**config.mk**
```make
export PLATFORM = sky130hd
export DESIGN_NAME = scalar_kalman_filter
export DESIGN_NICKNAME = d
export VERILOG_FILES = /design/src/sv/skf_pkg.sv /design/src/sv/skf_div.sv /design/src/sv/scalar_kalman_filter.sv
export SDC_FILE = /design/constraint.sdc
export NUM_CORES = 2
export LEC_CHECK = 0
export ABC_AREA = 1
export BUFFER_PORTS_ARGS = -buffer_cell sky130_fd_sc_hd__clkbuf_2
export CAP_MARGIN = 20
export CELL_PAD_IN_SITES_DETAIL_PLACEMENT = 0
export CELL_PAD_IN_SITES_GLOBAL_PLACEMENT = 1
export CORE_ASPECT_RATIO = 1.2
export CORE_MARGIN = 4
export CORE_UTILIZATION = 54
export DETAILED_ROUTE_END_ITERATION = 10
export GPL_TIMING_DRIVEN = 0
export PLACE_DENSITY = 0.86
export SYNTH_ARGS = -nofsm -noshare
export SYNTH_HDL_FRONTEND = slang
export SYNTH_SLANG_ARGS = --single-unit
export TNS_END_PERCENT = 100
```
**constraint.sdc**
```tcl
create_clock -name clk -period 12.7 [get_ports clk]
set_input_delay 3.81 -clock clk [delete_from_list [all_inputs] [get_ports clk]]
set_output_delay 3.81 -clock clk [all_outputs]
set_load 0.01 [all_outputs]
```
**src/sv/skf_pkg.sv**
```systemverilog
// Shared types, constants and reset-value functions of the scalar Kalman filter.
package skf_pkg;

    // Default fixed-point formats
    localparam int COV_FRAC_BITS_DEF = 24;
    localparam int EST_FRAC_BITS_DEF = 16;

    // Configuration register indexes
    localparam logic [1:0] REG_PROCESS_NOISE      = 2'd0;
    localparam logic [1:0] REG_MEASUREMENT_NOISE  = 2'd1;
    localparam logic [1:0] REG_INITIAL_COVARIANCE = 2'd2;

    // Request word handed to the gain divider
    typedef struct packed {
        logic        start;
        logic [31:0] num;
        logic [32:0] den;
    } div_req_t;

    // Reset of the process noise: round(0.003 * 2^frac)
    function automatic logic [31:0] q_reset(input int frac);
        logic [63:0] v;
        v = ((64'd3 << frac) + 64'd500) / 64'd1000;
        return v[31:0];
    endfunction

    // Reset of the measurement noise: 0.5 * 2^frac
    function automatic logic [31:0] r_reset(input int frac);
        logic [63:0] v;
        v = 64'd1 << (frac - 1);
        return v[31:0];
    endfunction

    // Reset of the initial covariance: round(0.001 * 2^frac)
    function automatic logic [31:0] p0_reset(input int frac);
        logic [63:0] v;
        v = ((64'd1 << frac) + 64'd500) / 64'd1000;
        return v[31:0];
    endfunction

endpackage

```
**src/sv/skf_div.sv**
```systemverilog
// Restoring divider producing the gain, one quotient bit per cycle.
module skf_div
    import skf_pkg::*;
#(
    parameter int COV_FRAC_BITS = COV_FRAC_BITS_DEF
)
(
    input  logic                     clk,
    input  logic                     rst_n,
    input  div_req_t                 req,
    output logic                     done,
    output logic [COV_FRAC_BITS:0]   quot
);

    localparam int CW = $clog2(COV_FRAC_BITS + 1);

    logic [32:0]            rem_reg, rem_next;
    logic [COV_FRAC_BITS:0] quot_reg, quot_next;
    logic [CW-1:0]          cnt_reg, cnt_next;
    logic                   busy_reg, busy_next;
    logic                   done_reg, done_next;
    logic                   lsb_reg, lsb_next;
    logic [32:0]            den_reg, den_next;
    logic [33:0]            shifted;
    logic                   ge;

    // Shift in the next dividend bit; only the first step carries one
    always_comb
    begin
        shifted = {rem_reg, (cnt_reg == CW'(COV_FRAC_BITS)) ? lsb_reg : 1'b0};
        ge      = (shifted >= {1'b0, den_reg});
    end

    // Sequence the iterations
    always_comb
    begin
        rem_next  = rem_reg;
        quot_next = quot_reg;
        cnt_next  = cnt_reg;
        busy_next = busy_reg;
        lsb_next  = lsb_reg;
        den_next  = den_reg;
        done_next = 1'b0;
        if (req.start)
        begin
            rem_next  = {2'b00, req.num[31:1]};
            lsb_next  = req.num[0];
            den_next  = req.den;
            cnt_next  = CW'(COV_FRAC_BITS);
            busy_next = 1'b1;
        end
        else if (busy_reg)
        begin
            rem_next  = ge ? 33'(shifted - {1'b0, den_reg}) : shifted[32:0];
            quot_next = {quot_reg[COV_FRAC_BITS-1:0], ge};
            if (cnt_reg == '0)
            begin
                busy_next = 1'b0;
                done_next = 1'b1;
            end
            else
            begin
                cnt_next = cnt_reg - 1'b1;
            end
        end
    end

    // Control state
    always_ff @(posedge clk or negedge rst_n)
    begin
        if (!rst_n)
        begin
            busy_reg <= 1'b0;
            done_reg <= 1'b0;
            cnt_reg  <= '0;
        end
        else
        begin
            busy_reg <= busy_next;
            done_reg <= done_next;
            cnt_reg  <= cnt_next;
        end
    end

    // Datapath
    always_ff @(posedge clk)
    begin
        rem_reg  <= rem_next;
        quot_reg <= quot_next;
        lsb_reg  <= lsb_next;
        den_reg  <= den_next;
    end

    assign done = done_reg;
    assign quot = quot_reg;

endmodule

```
**src/sv/scalar_kalman_filter.sv**
```systemverilog
// Top level of the scalar Kalman filter: sequencer, shared multiplier and state.
//
// One-dimensional Kalman filter on signed 16-bit samples. Each sample goes
// through the gain divider, which yields one quotient bit per cycle, then
// through the single shared multiplier twice before the word is offered on
// the output; the covariance is Q8.24 by default. s_tready is high only while
// the sequencer is idle; a finished word waits in the output register, so the
// next sample is taken while it is still pending. Register writes must be
// made while idle; writing initial_covariance reloads the covariance and
// clears the estimate.
module scalar_kalman_filter
    import skf_pkg::*;
#(
    parameter int COV_FRAC_BITS = COV_FRAC_BITS_DEF,
    parameter int EST_FRAC_BITS = EST_FRAC_BITS_DEF
)
(
    input  logic        clk,
    input  logic        rst_n,
    // Sample stream
    input  logic        s_tvalid,
    output logic        s_tready,
    input  logic [15:0] s_tdata,    // [15:0] measurement
    // Result stream
    output logic        m_tvalid,
    input  logic        m_tready,
    output logic [15:0] m_tdata,    // [15:0] filtered
    // Configuration
    input  logic        cfg_we,
    input  logic [1:0]  cfg_index,
    input  logic [31:0] cfg_wdata
);

    localparam int GW = COV_FRAC_BITS + 1;
    localparam int PW = 32 + GW;
    localparam logic [GW-1:0] GAIN_ONE = GW'(1) << COV_FRAC_BITS;

    typedef enum logic [5:0] {
        ST_IDLE = 6'b000001,
        ST_PRED = 6'b000010,
        ST_DIV  = 6'b000100,
        ST_MULE = 6'b001000,
        ST_MULC = 6'b010000,
        ST_FIN  = 6'b100000
    } state_t;

    state_t          state_reg, state_next;
    logic [31:0]     q_reg, r_reg;
    logic [31:0]     cov_reg, cov_next;
    logic [31:0]     est_reg, est_next;
    logic [15:0]     meas_reg;
    logic [31:0]     p_reg, p_next;
    logic            zero_reg, zero_next;
    logic [GW-1:0]   gain_reg, gain_next;
    logic            neg_reg, neg_next;
    logic [PW-1:0]   prod_reg;
    logic            out_valid_reg, out_valid_next;
    logic [15:0]     out_data_reg, out_data_next;

    logic [32:0]     p_sum, s_sum;
    div_req_t        div_req;
    logic            div_done;
    logic [GW-1:0]   div_quot;

    logic signed [47:0] m_wide;
    logic [31:0]     m_sat;
    logic [32:0]     diff;
    logic [31:0]     mag;
    logic [31:0]     mul_a;
    logic [GW-1:0]   mul_b;
    logic [31:0]     delta;
    logic            out_free;

    logic            est_neg;
    logic [32:0]     est_mag;
    logic [32:0]     est_int;
    logic [15:0]     filt;

    // Predict covariance with saturation, and form the gain denominator
    always_comb
    begin
        p_sum = {1'b0, cov_reg} + {1'b0, q_reg};
        p_next = p_sum[32] ? 32'hFFFF_FFFF : p_sum[31:0];
        s_sum = {1'b0, p_next} + {1'b0, r_reg};
    end

    // Scaled measurement, saturated to the estimate range, and its distance
    always_comb
    begin
        m_wide = 48'(signed'(meas_reg)) <<< EST_FRAC_BITS;
        if (m_wide > 48'sd2147483647)
            m_sat = 32'h7FFF_FFFF;
        else if (m_wide < -48'sd2147483648)
            m_sat = 32'h8000_0000;
        else
            m_sat = m_wide[31:0];
        diff = {m_sat[31], m_sat} - {est_reg[31], est_reg};
        mag  = diff[32] ? 32'(-diff) : diff[31:0];
    end

    // Shared multiplier operands
    always_comb
    begin
        if (state_reg == ST_MULE)
        begin
            mul_a = mag;
            mul_b = gain_reg;
        end
        else
        begin
            mul_a = p_reg;
            mul_b = GAIN_ONE - gain_reg;
        end
        delta = prod_reg[COV_FRAC_BITS +: 32];
    end

    // Truncate the estimate toward zero and saturate to 16 bits
    always_comb
    begin
        est_neg = est_reg[31];
        est_mag = est_neg ? 33'(-{1'b1, est_reg}) : {1'b0, est_reg};
        est_int = est_mag >> EST_FRAC_BITS;
        if (!est_neg)
            filt = (est_int > 33'd32767) ? 16'h7FFF : est_int[15:0];
        else
            filt = (est_int > 33'd32768) ? 16'h8000 : 16'(-est_int[15:0]);
    end

    // Gain divider
    always_comb
    begin
        div_req.start = (state_reg == ST_PRED);
        div_req.num   = p_next;
        div_req.den   = s_sum;
    end

    skf_div #(
        .COV_FRAC_BITS(COV_FRAC_BITS)
    ) u_div (
        .clk   (clk),
        .rst_n (rst_n),
        .req   (div_req),
        .done  (div_done),
        .quot  (div_quot)
    );

    assign out_free = !out_valid_reg || m_tready;

    // Sequencer
    always_comb
    begin
        state_next     = state_reg;
        est_next       = est_reg;
        cov_next       = cov_reg;
        gain_next      = gain_reg;
        neg_next       = neg_reg;
        zero_next      = zero_reg;
        out_data_next  = out_data_reg;
        out_valid_next = out_valid_reg && !m_tready;
        case (state_reg)
            ST_IDLE:
            begin
                if (s_tvalid)
                    state_next = ST_PRED;
            end
            ST_PRED:
            begin
                zero_next  = (s_sum == '0);
                state_next = ST_DIV;
            end
            ST_DIV:
            begin
                if (div_done)
                begin
                    gain_next  = zero_reg ? '0 : div_quot;
                    state_next = ST_MULE;
                end
            end
            ST_MULE:
            begin
                neg_next   = diff[32];
                state_next = ST_MULC;
            end
            ST_MULC:
            begin
                est_next   = neg_reg ? est_reg - delta : est_reg + delta;
                state_next = ST_FIN;
            end
            ST_FIN:
            begin
                if (out_free)
                begin
                    cov_next       = delta;
                    out_data_next  = filt;
                    out_valid_next = 1'b1;
                    state_next     = ST_IDLE;
                end
            end
            default:
            begin
                state_next = ST_IDLE;
            end
        endcase
        // Reload the filter on a write of the initial covariance
        if (cfg_we && cfg_index == REG_INITIAL_COVARIANCE)
        begin
            cov_next = cfg_wdata;
            est_next = '0;
        end
    end

    // Control and filter state
    always_ff @(posedge clk or negedge rst_n)
    begin
        if (!rst_n)
        begin
            state_reg     <= ST_IDLE;
            out_valid_reg <= 1'b0;
            q_reg         <= q_reset(COV_FRAC_BITS);
            r_reg         <= r_reset(COV_FRAC_BITS);
            cov_reg       <= p0_reset(COV_FRAC_BITS);
            est_reg       <= '0;
        end
        else
        begin
            state_reg     <= state_next;
            out_valid_reg <= out_valid_next;
            cov_reg       <= cov_next;
            est_reg       <= est_next;
            if (cfg_we)
            begin
                case (cfg_index)
                    REG_PROCESS_NOISE:      q_reg  <= cfg_wdata;
                    REG_MEASUREMENT_NOISE:  r_reg  <= cfg_wdata;
                    default:                ;
                endcase
            end
        end
    end

    // Datapath registers
    always_ff @(posedge clk)
    begin
        if (state_reg == ST_IDLE && s_tvalid)
            meas_reg <= s_tdata;
        if (state_reg == ST_PRED)
            p_reg <= p_next;
        if (state_reg == ST_MULE || state_reg == ST_MULC)
            prod_reg <= PW'(mul_a) * PW'(mul_b);
        zero_reg     <= zero_next;
        gain_reg     <= gain_next;
        neg_reg      <= neg_next;
        out_data_reg <= out_data_next;
    end

    assign s_tready = (state_reg == ST_IDLE);
    assign m_tvalid = out_valid_reg;
    assign m_tdata  = out_data_reg;

endmodule

```
# == Yosys cells after proc, flatten, opt, wreduce, memory -nomap -nowiden ==
# Index checks and enable logic that the tools add are counted.
# totals
regBits,381
latch_bits,0
ramBits,0
mem_bits_ro,0
out_inout_bits,18
elab_cells,109
memories,0
# classes
n_addsub,11
mul,1
div_mod_pow,0
order_cmp,5
n_eq_ne,13
n_shift,0
muxes,35
bitwise_logic,1
n_reduce_logical,22
# op_table
operator,n
$mux 32,11
$add 32x32->33,2
$mux 33,2
$mux 31,2
$mul 32x25->56,1
$mux 16,3
$pmux 6 s6,1
$ge 34x33->1,1
$logic_not 33->1,1
$neg 33->33,1
$sub 32x32->33,1
$sub 33x33->33,1
$add 32x32->32,1
$gt 32x32->1 const B,1
$lt 32x32->1 const B,1
$neg 32->32,1
$sub 32x32->32,1
$mux 25,1
$sub 25x25->25 const A,1
$mux 6,3
$gt 17x15->1 const B,1
$gt 17x16->1 const B,1
$neg 16->16,1
$mux 5,3
other kinds (22),45

# == Logic depth before layout (Yosys ltp) ==
# depth
depth_word,8
ltp_mapped,49
mapped_depth_nobuf,48

# == Cells and area by module ==
# Synthesis repeated with hierarchy kept, for this count alone.
# hier_totals
hier_cells,6616
area_unflattened_um2,51368.0
# modules_own_cells
module,n_inst,cells_per_inst,area_each_um2,seq_area_each_um2
scalar_kalman_filter,1,5674,44500.2,7089.3
skf_div,1,942,6867.8,2917.8

# == Least setup slack after synthesis ==
# Ideal clock, no wire load.
# synth_timing
path_type,flip-flop to flip-flop
start,reg est_reg[31]
end,"reg prod_reg[53], data pin"
setup_time_ns,0.261
arrival_ns,8.253
path_slack_ns,4.186
stages_incl_launch_ff,46
path_buffers,5
period_less_slack_ns,8.514
path_cell_list,dfrtp_1 -> clkbuf_1 -> inv_1 -> clkbuf_1 -> buf_2 -> ha_1 -> nand2_1 -> inv_1 -> nand2_1 -> nand2_1 -> a21oi_1 -> nand3_1 -> nand2_1 -> nand2_2 -> inv_1 -> buf_2 -> nor2_1 -> xor2_1 -> [... 10 more ...] -> inv_1 -> fa_1 -> fa_1 -> inv_1 -> fa_1 -> inv_1 -> ha_1 -> nand2_1 -> nor2_1 -> inv_1 -> nor2_1 -> inv_1 -> nor2_1 -> nand3_1 -> o21ai_0 -> nand4_1 -> nand2_1 -> xor2_1
# synth_via
elab_chain_len,5
# synth_rtl
element,line,text
from (decl),scalar_kalman_filter.sv:50,"logic [31:0] est_reg, est_next;"
from (signal assigned),scalar_kalman_filter.sv:229,est_reg <= est_next;
$sub 32x32->33 (*),scalar_kalman_filter.sv:97,"diff = {m_sat[31], m_sat} - {est_reg[31], est_reg};"
$neg 32->32,scalar_kalman_filter.sv:98,mag = diff[32] ? 32'(-diff) : diff[31:0];
$mux 32 (*),scalar_kalman_filter.sv:98,
$mux 32 (*),scalar_kalman_filter.sv:104,if (state_reg == ST_MULE)
$mul 32x25->56 (*),scalar_kalman_filter.sv:249,prod_reg <= PW'(mul_a) * PW'(mul_b);
to (signal assigned),scalar_kalman_filter.sv:249,
to (decl),scalar_kalman_filter.sv:56,logic [PW-1:0] prod_reg;
# Every way passes the cells marked *; elsewhere a longest branch is shown, timed or not.
# A chain may end at the register's enable or synchronous reset.

# == Final worst setup path ==
# layout_timing
start,reg gain_reg[0]
end,"reg prod_reg[53], data pin"
# layout_via
elab_chain_len,3
# layout_rtl
element,line,text
from (decl),scalar_kalman_filter.sv:54,"logic [GW-1:0] gain_reg, gain_next;"
from (signal assigned),scalar_kalman_filter.sv:251,gain_reg <= gain_next;
$sub 25x25->25,scalar_kalman_filter.sv:112,mul_b = GAIN_ONE - gain_reg;
$mux 25 (*),scalar_kalman_filter.sv:104,
$mul 32x25->56 (*),scalar_kalman_filter.sv:249,
# Marks and branches as above.

==> results.sh <==
export IMPL_status="finished, final reports clean"
export IMPL_slowest_delay_ps=1060
export IMPL_final_max_slew_viol_count=0
export IMPL_multi_input_area_um2=34300
export IMPL_place_congestion=1.03
export IMPL_worstSetupStartpointType="flip-flop"
export IMPL_cts_sinks=356
export IMPL_min_period_over_period=0.950
export IMPL_start_util=0.547
export IMPL_tns_ps=0
export IMPL_routed_via_density=5.65
export IMPL_cts_root_buf="clkbuf_16"
export IMPL_max_freq_ghz=0.0829
export IMPL_crit_top_cell="fa_1"
export IMPL_ys_flop_type="edfxtp_1"
export IMPL_arrival_ps=12380
export IMPL_ant_nets=0
export IMPL_cp_max_fo=10
export IMPL_synth_area_um2=49800
export IMPL_io_pin_count=73
export IMPL_dr_pass1_iters=7
export IMPL_use_met2=0.629
export IMPL_grt_pass1_vias=44476
export IMPL_skew_ps=26.3
export IMPL_postCtsSetupRepairBufs=0
export IMPL_drive_gt1_frac=0.0526
export IMPL_final_seq_area_um2=9980
export IMPL_insertion_delay_ps=590
export IMPL_die_area_um2=97300
export IMPL_num_rows=121
export IMPL_grt_busiest_layer="met2"
export IMPL_synth_async_reset_ratio=0.399
export IMPL_syn_num_nets=7359
export IMPL_hold_path_class="reg2reg"
export IMPL_gr_total_overflow=0
export IMPL_hold_viol_final=0
export IMPL_finalSetupViolations=0
export IMPL_post_route_drc_count=0
export IMPL_grt_pass1_wl_mm=273
export IMPL_path_class="reg2reg"
export IMPL_synth_area_leaders="fa_1 28%, edfxtp_1 13%, inv_1 9.4%, nand2_1 9.3%, ha_1 8.4%"
export IMPL_max_slew_margin=0.184
export IMPL_synthCells=6280
export IMPL_area_growth_pct=7.19
export IMPL_htreeDepth=2
export IMPL_min_period_ps=12070
export IMPL_drtIter0Drc=3521
export IMPL_wirelength_mm=182
export IMPL_drv_cap=0
export IMPL_n_fill_cell=8834
export IMPL_cts_reportedPaths_clkPinSlew_ps=70
export IMPL_place_hpwl_mm=154
export IMPL_yosys_warnings=0
export IMPL_grt_use_met1=0.445
export IMPL_cts_resized=0
export IMPL_port_buffers=72
export IMPL_cts_buffers=37
export IMPL_hold_buffers=0
export IMPL_synth_top_area_share=0.277
export IMPL_wl_per_cell_um=23.8
export IMPL_grt_max_degree=90
export IMPL_synth_edf_count=212
export IMPL_antenna_found_initial=2
export IMPL_dieHeight_um=341
export IMPL_cts_buffer_depth=3
export IMPL_layout_nets=7489
export IMPL_cp_end_kind="flip-flop"
export IMPL_worstMarginPinSlew_ps=1220
export IMPL_vias=43362
export IMPL_core_um2=91100
export IMPL_ys_seq_area_frac=0.200
export IMPL_die_x_um=285
export IMPL_syn_mean_instance_area_um2=7.94
export IMPL_yosys_register_bits=356
export IMPL_slowest_stage="clkinv_1"
export IMPL_grt_usage=0.377
export IMPL_cp_data_required_time_ps=13020
export IMPL_yosysUniqueCellTypes=61
export IMPL_grt_setup_unrepaired="no"
export IMPL_yosys_area_top_type="fa_1"
export IMPL_cts_tree="built"
export IMPL_grt_util_met3=0.0637
layout by cell type (no fill, tap or decap), drive strengths merged, types with 14 or more instances in the layout:
cell | Yosys | routed
nor2 | 754 | 754
o22ai | 15 | 15
edfxtp | 212 | 212
nor3 | 54 | 54
o21a | 29 | 29
xnor2 | 69 | 69
fa | 689 | 689
or2 | 46 | 46
inv | 1260 | 1264
nand4 | 51 | 51
clkinv | 8 | 18
nand3 | 173 | 173
buf | 49 | 67
o21ai | 343 | 343
xor2 | 143 | 143
a21o | 16 | 16
o31ai | 16 | 16
nand2 | 1254 | 1254
a31oi | 42 | 42
ha | 335 | 335
dfstp | 14 | 14
clkbuf | 152 | 273
a21oi | 319 | 319
nor4 | 28 | 28
dfrtp | 128 | 128
path summary, 6_finish.rpt:
kind                                 from        endpoint  slack, ps  depth (start not counted)
setup / recovery              gain_reg[0]    prod_reg[53]        630                         34
hold / removal             u_div.quot[12]  u_div.quot[13]        460                          0
setup reg to reg              gain_reg[0]    prod_reg[53]        630                         34
hold reg to reg            u_div.quot[12]  u_div.quot[13]        460                          0
max in group asynchronous           rst_n    state_reg[0]       8590                          2
min in group asynchronous           rst_n     est_reg[21]       3210                          1
logic make-up (layout without fill, tap and decap cells):
family | after synthesis | count (layout) | share of synthesized area
AND/OR/NAND/NOR | 2373 | 2373 | 0.195
buffers and inverters | 1469 | 1628 | 0.113
adder cells (fa/ha/maj) | 1024 | 1024 | 0.361
AO/OA/AOI/OAI | 846 | 846 | 0.0942
flip-flops | 356 | 356 | 0.200
XOR/XNOR | 212 | 212 | 0.0376
other | 0 | 2 | 0
worst max-delay path, delay by kind of cell, from the launching register on:
family,cells,cell delay [ps]
AOI/OAI and AO/OA,7,1450
xor gates and xnor gates,2,1100
adders and majority gates,9,4280
buffers and inverters,9,3110
DFF,1,660
and+or+nand+nor,7,1150
routing by layer:
| metal | wire [um] | share of wire |
|---|---|---|
| met1 | 67700 | 0.37 |
| met2 | 85800 | 0.47 |
| met3 | 12400 | 0.068 |
| met4 | 16400 | 0.090 |
| met5 | 8 | 0.000044 |
area by class of cell:
type / instances / share of cell area
timing repair buffer: 91 / 0.0126
sequential: 356 / 0.187
antenna: 2 / 0.0000937
clock inverter: 20 / 0.00445
inverter: 1268 / 0.0892
buffer: 201 / 0.0159
multi-input combinational: 4455 / 0.643
tap: 1230 / 0.0288
clock buffer: 48 / 0.0197
cell usage after synthesis, drive strengths merged (7+ instances only):
master	number
a31oi	42
o22ai	15
xnor2	69
o21bai	13
dfrtp	128
o21a	29
nor3	54
nand2	1254
nand3b	10
buf	49
clkbuf	152
a21boi	13
or2	46
a21oi	319
a21o	16
o31ai	16
nand3	173
ha	335
xor2	143
clkinv	8
a211oi	7
o211ai	8
nor2	754
a221oi	8
inv	1260
fa	689
edfxtp	212
o221ai	7
nand4	51
dfstp	14
o21ai	343
nor4	28
metrics by stage:
step | util | hold WS, ps | area, um2 | setup WS (ps) | cells
2_1_floorplan | - | 426 | 49800 | 4190 | 6280
3_3_place_gp | 0.568 | 429 | 51700 | 996 | 7582
3_5_place_dp | 0.572 | 436 | 52100 | 951 | 7599
4_1_cts | 0.586 | 457 | 53400 | 906 | 7667
5_1_grt | 0.586 | 470 | 53400 | 467 | 7669
6_report | 0.586 | 456 | 53400 | 632 | 7671
Power is not shown: default switching activity piles up to over one toggle a cycle in this logic, so the estimate is an artifact.
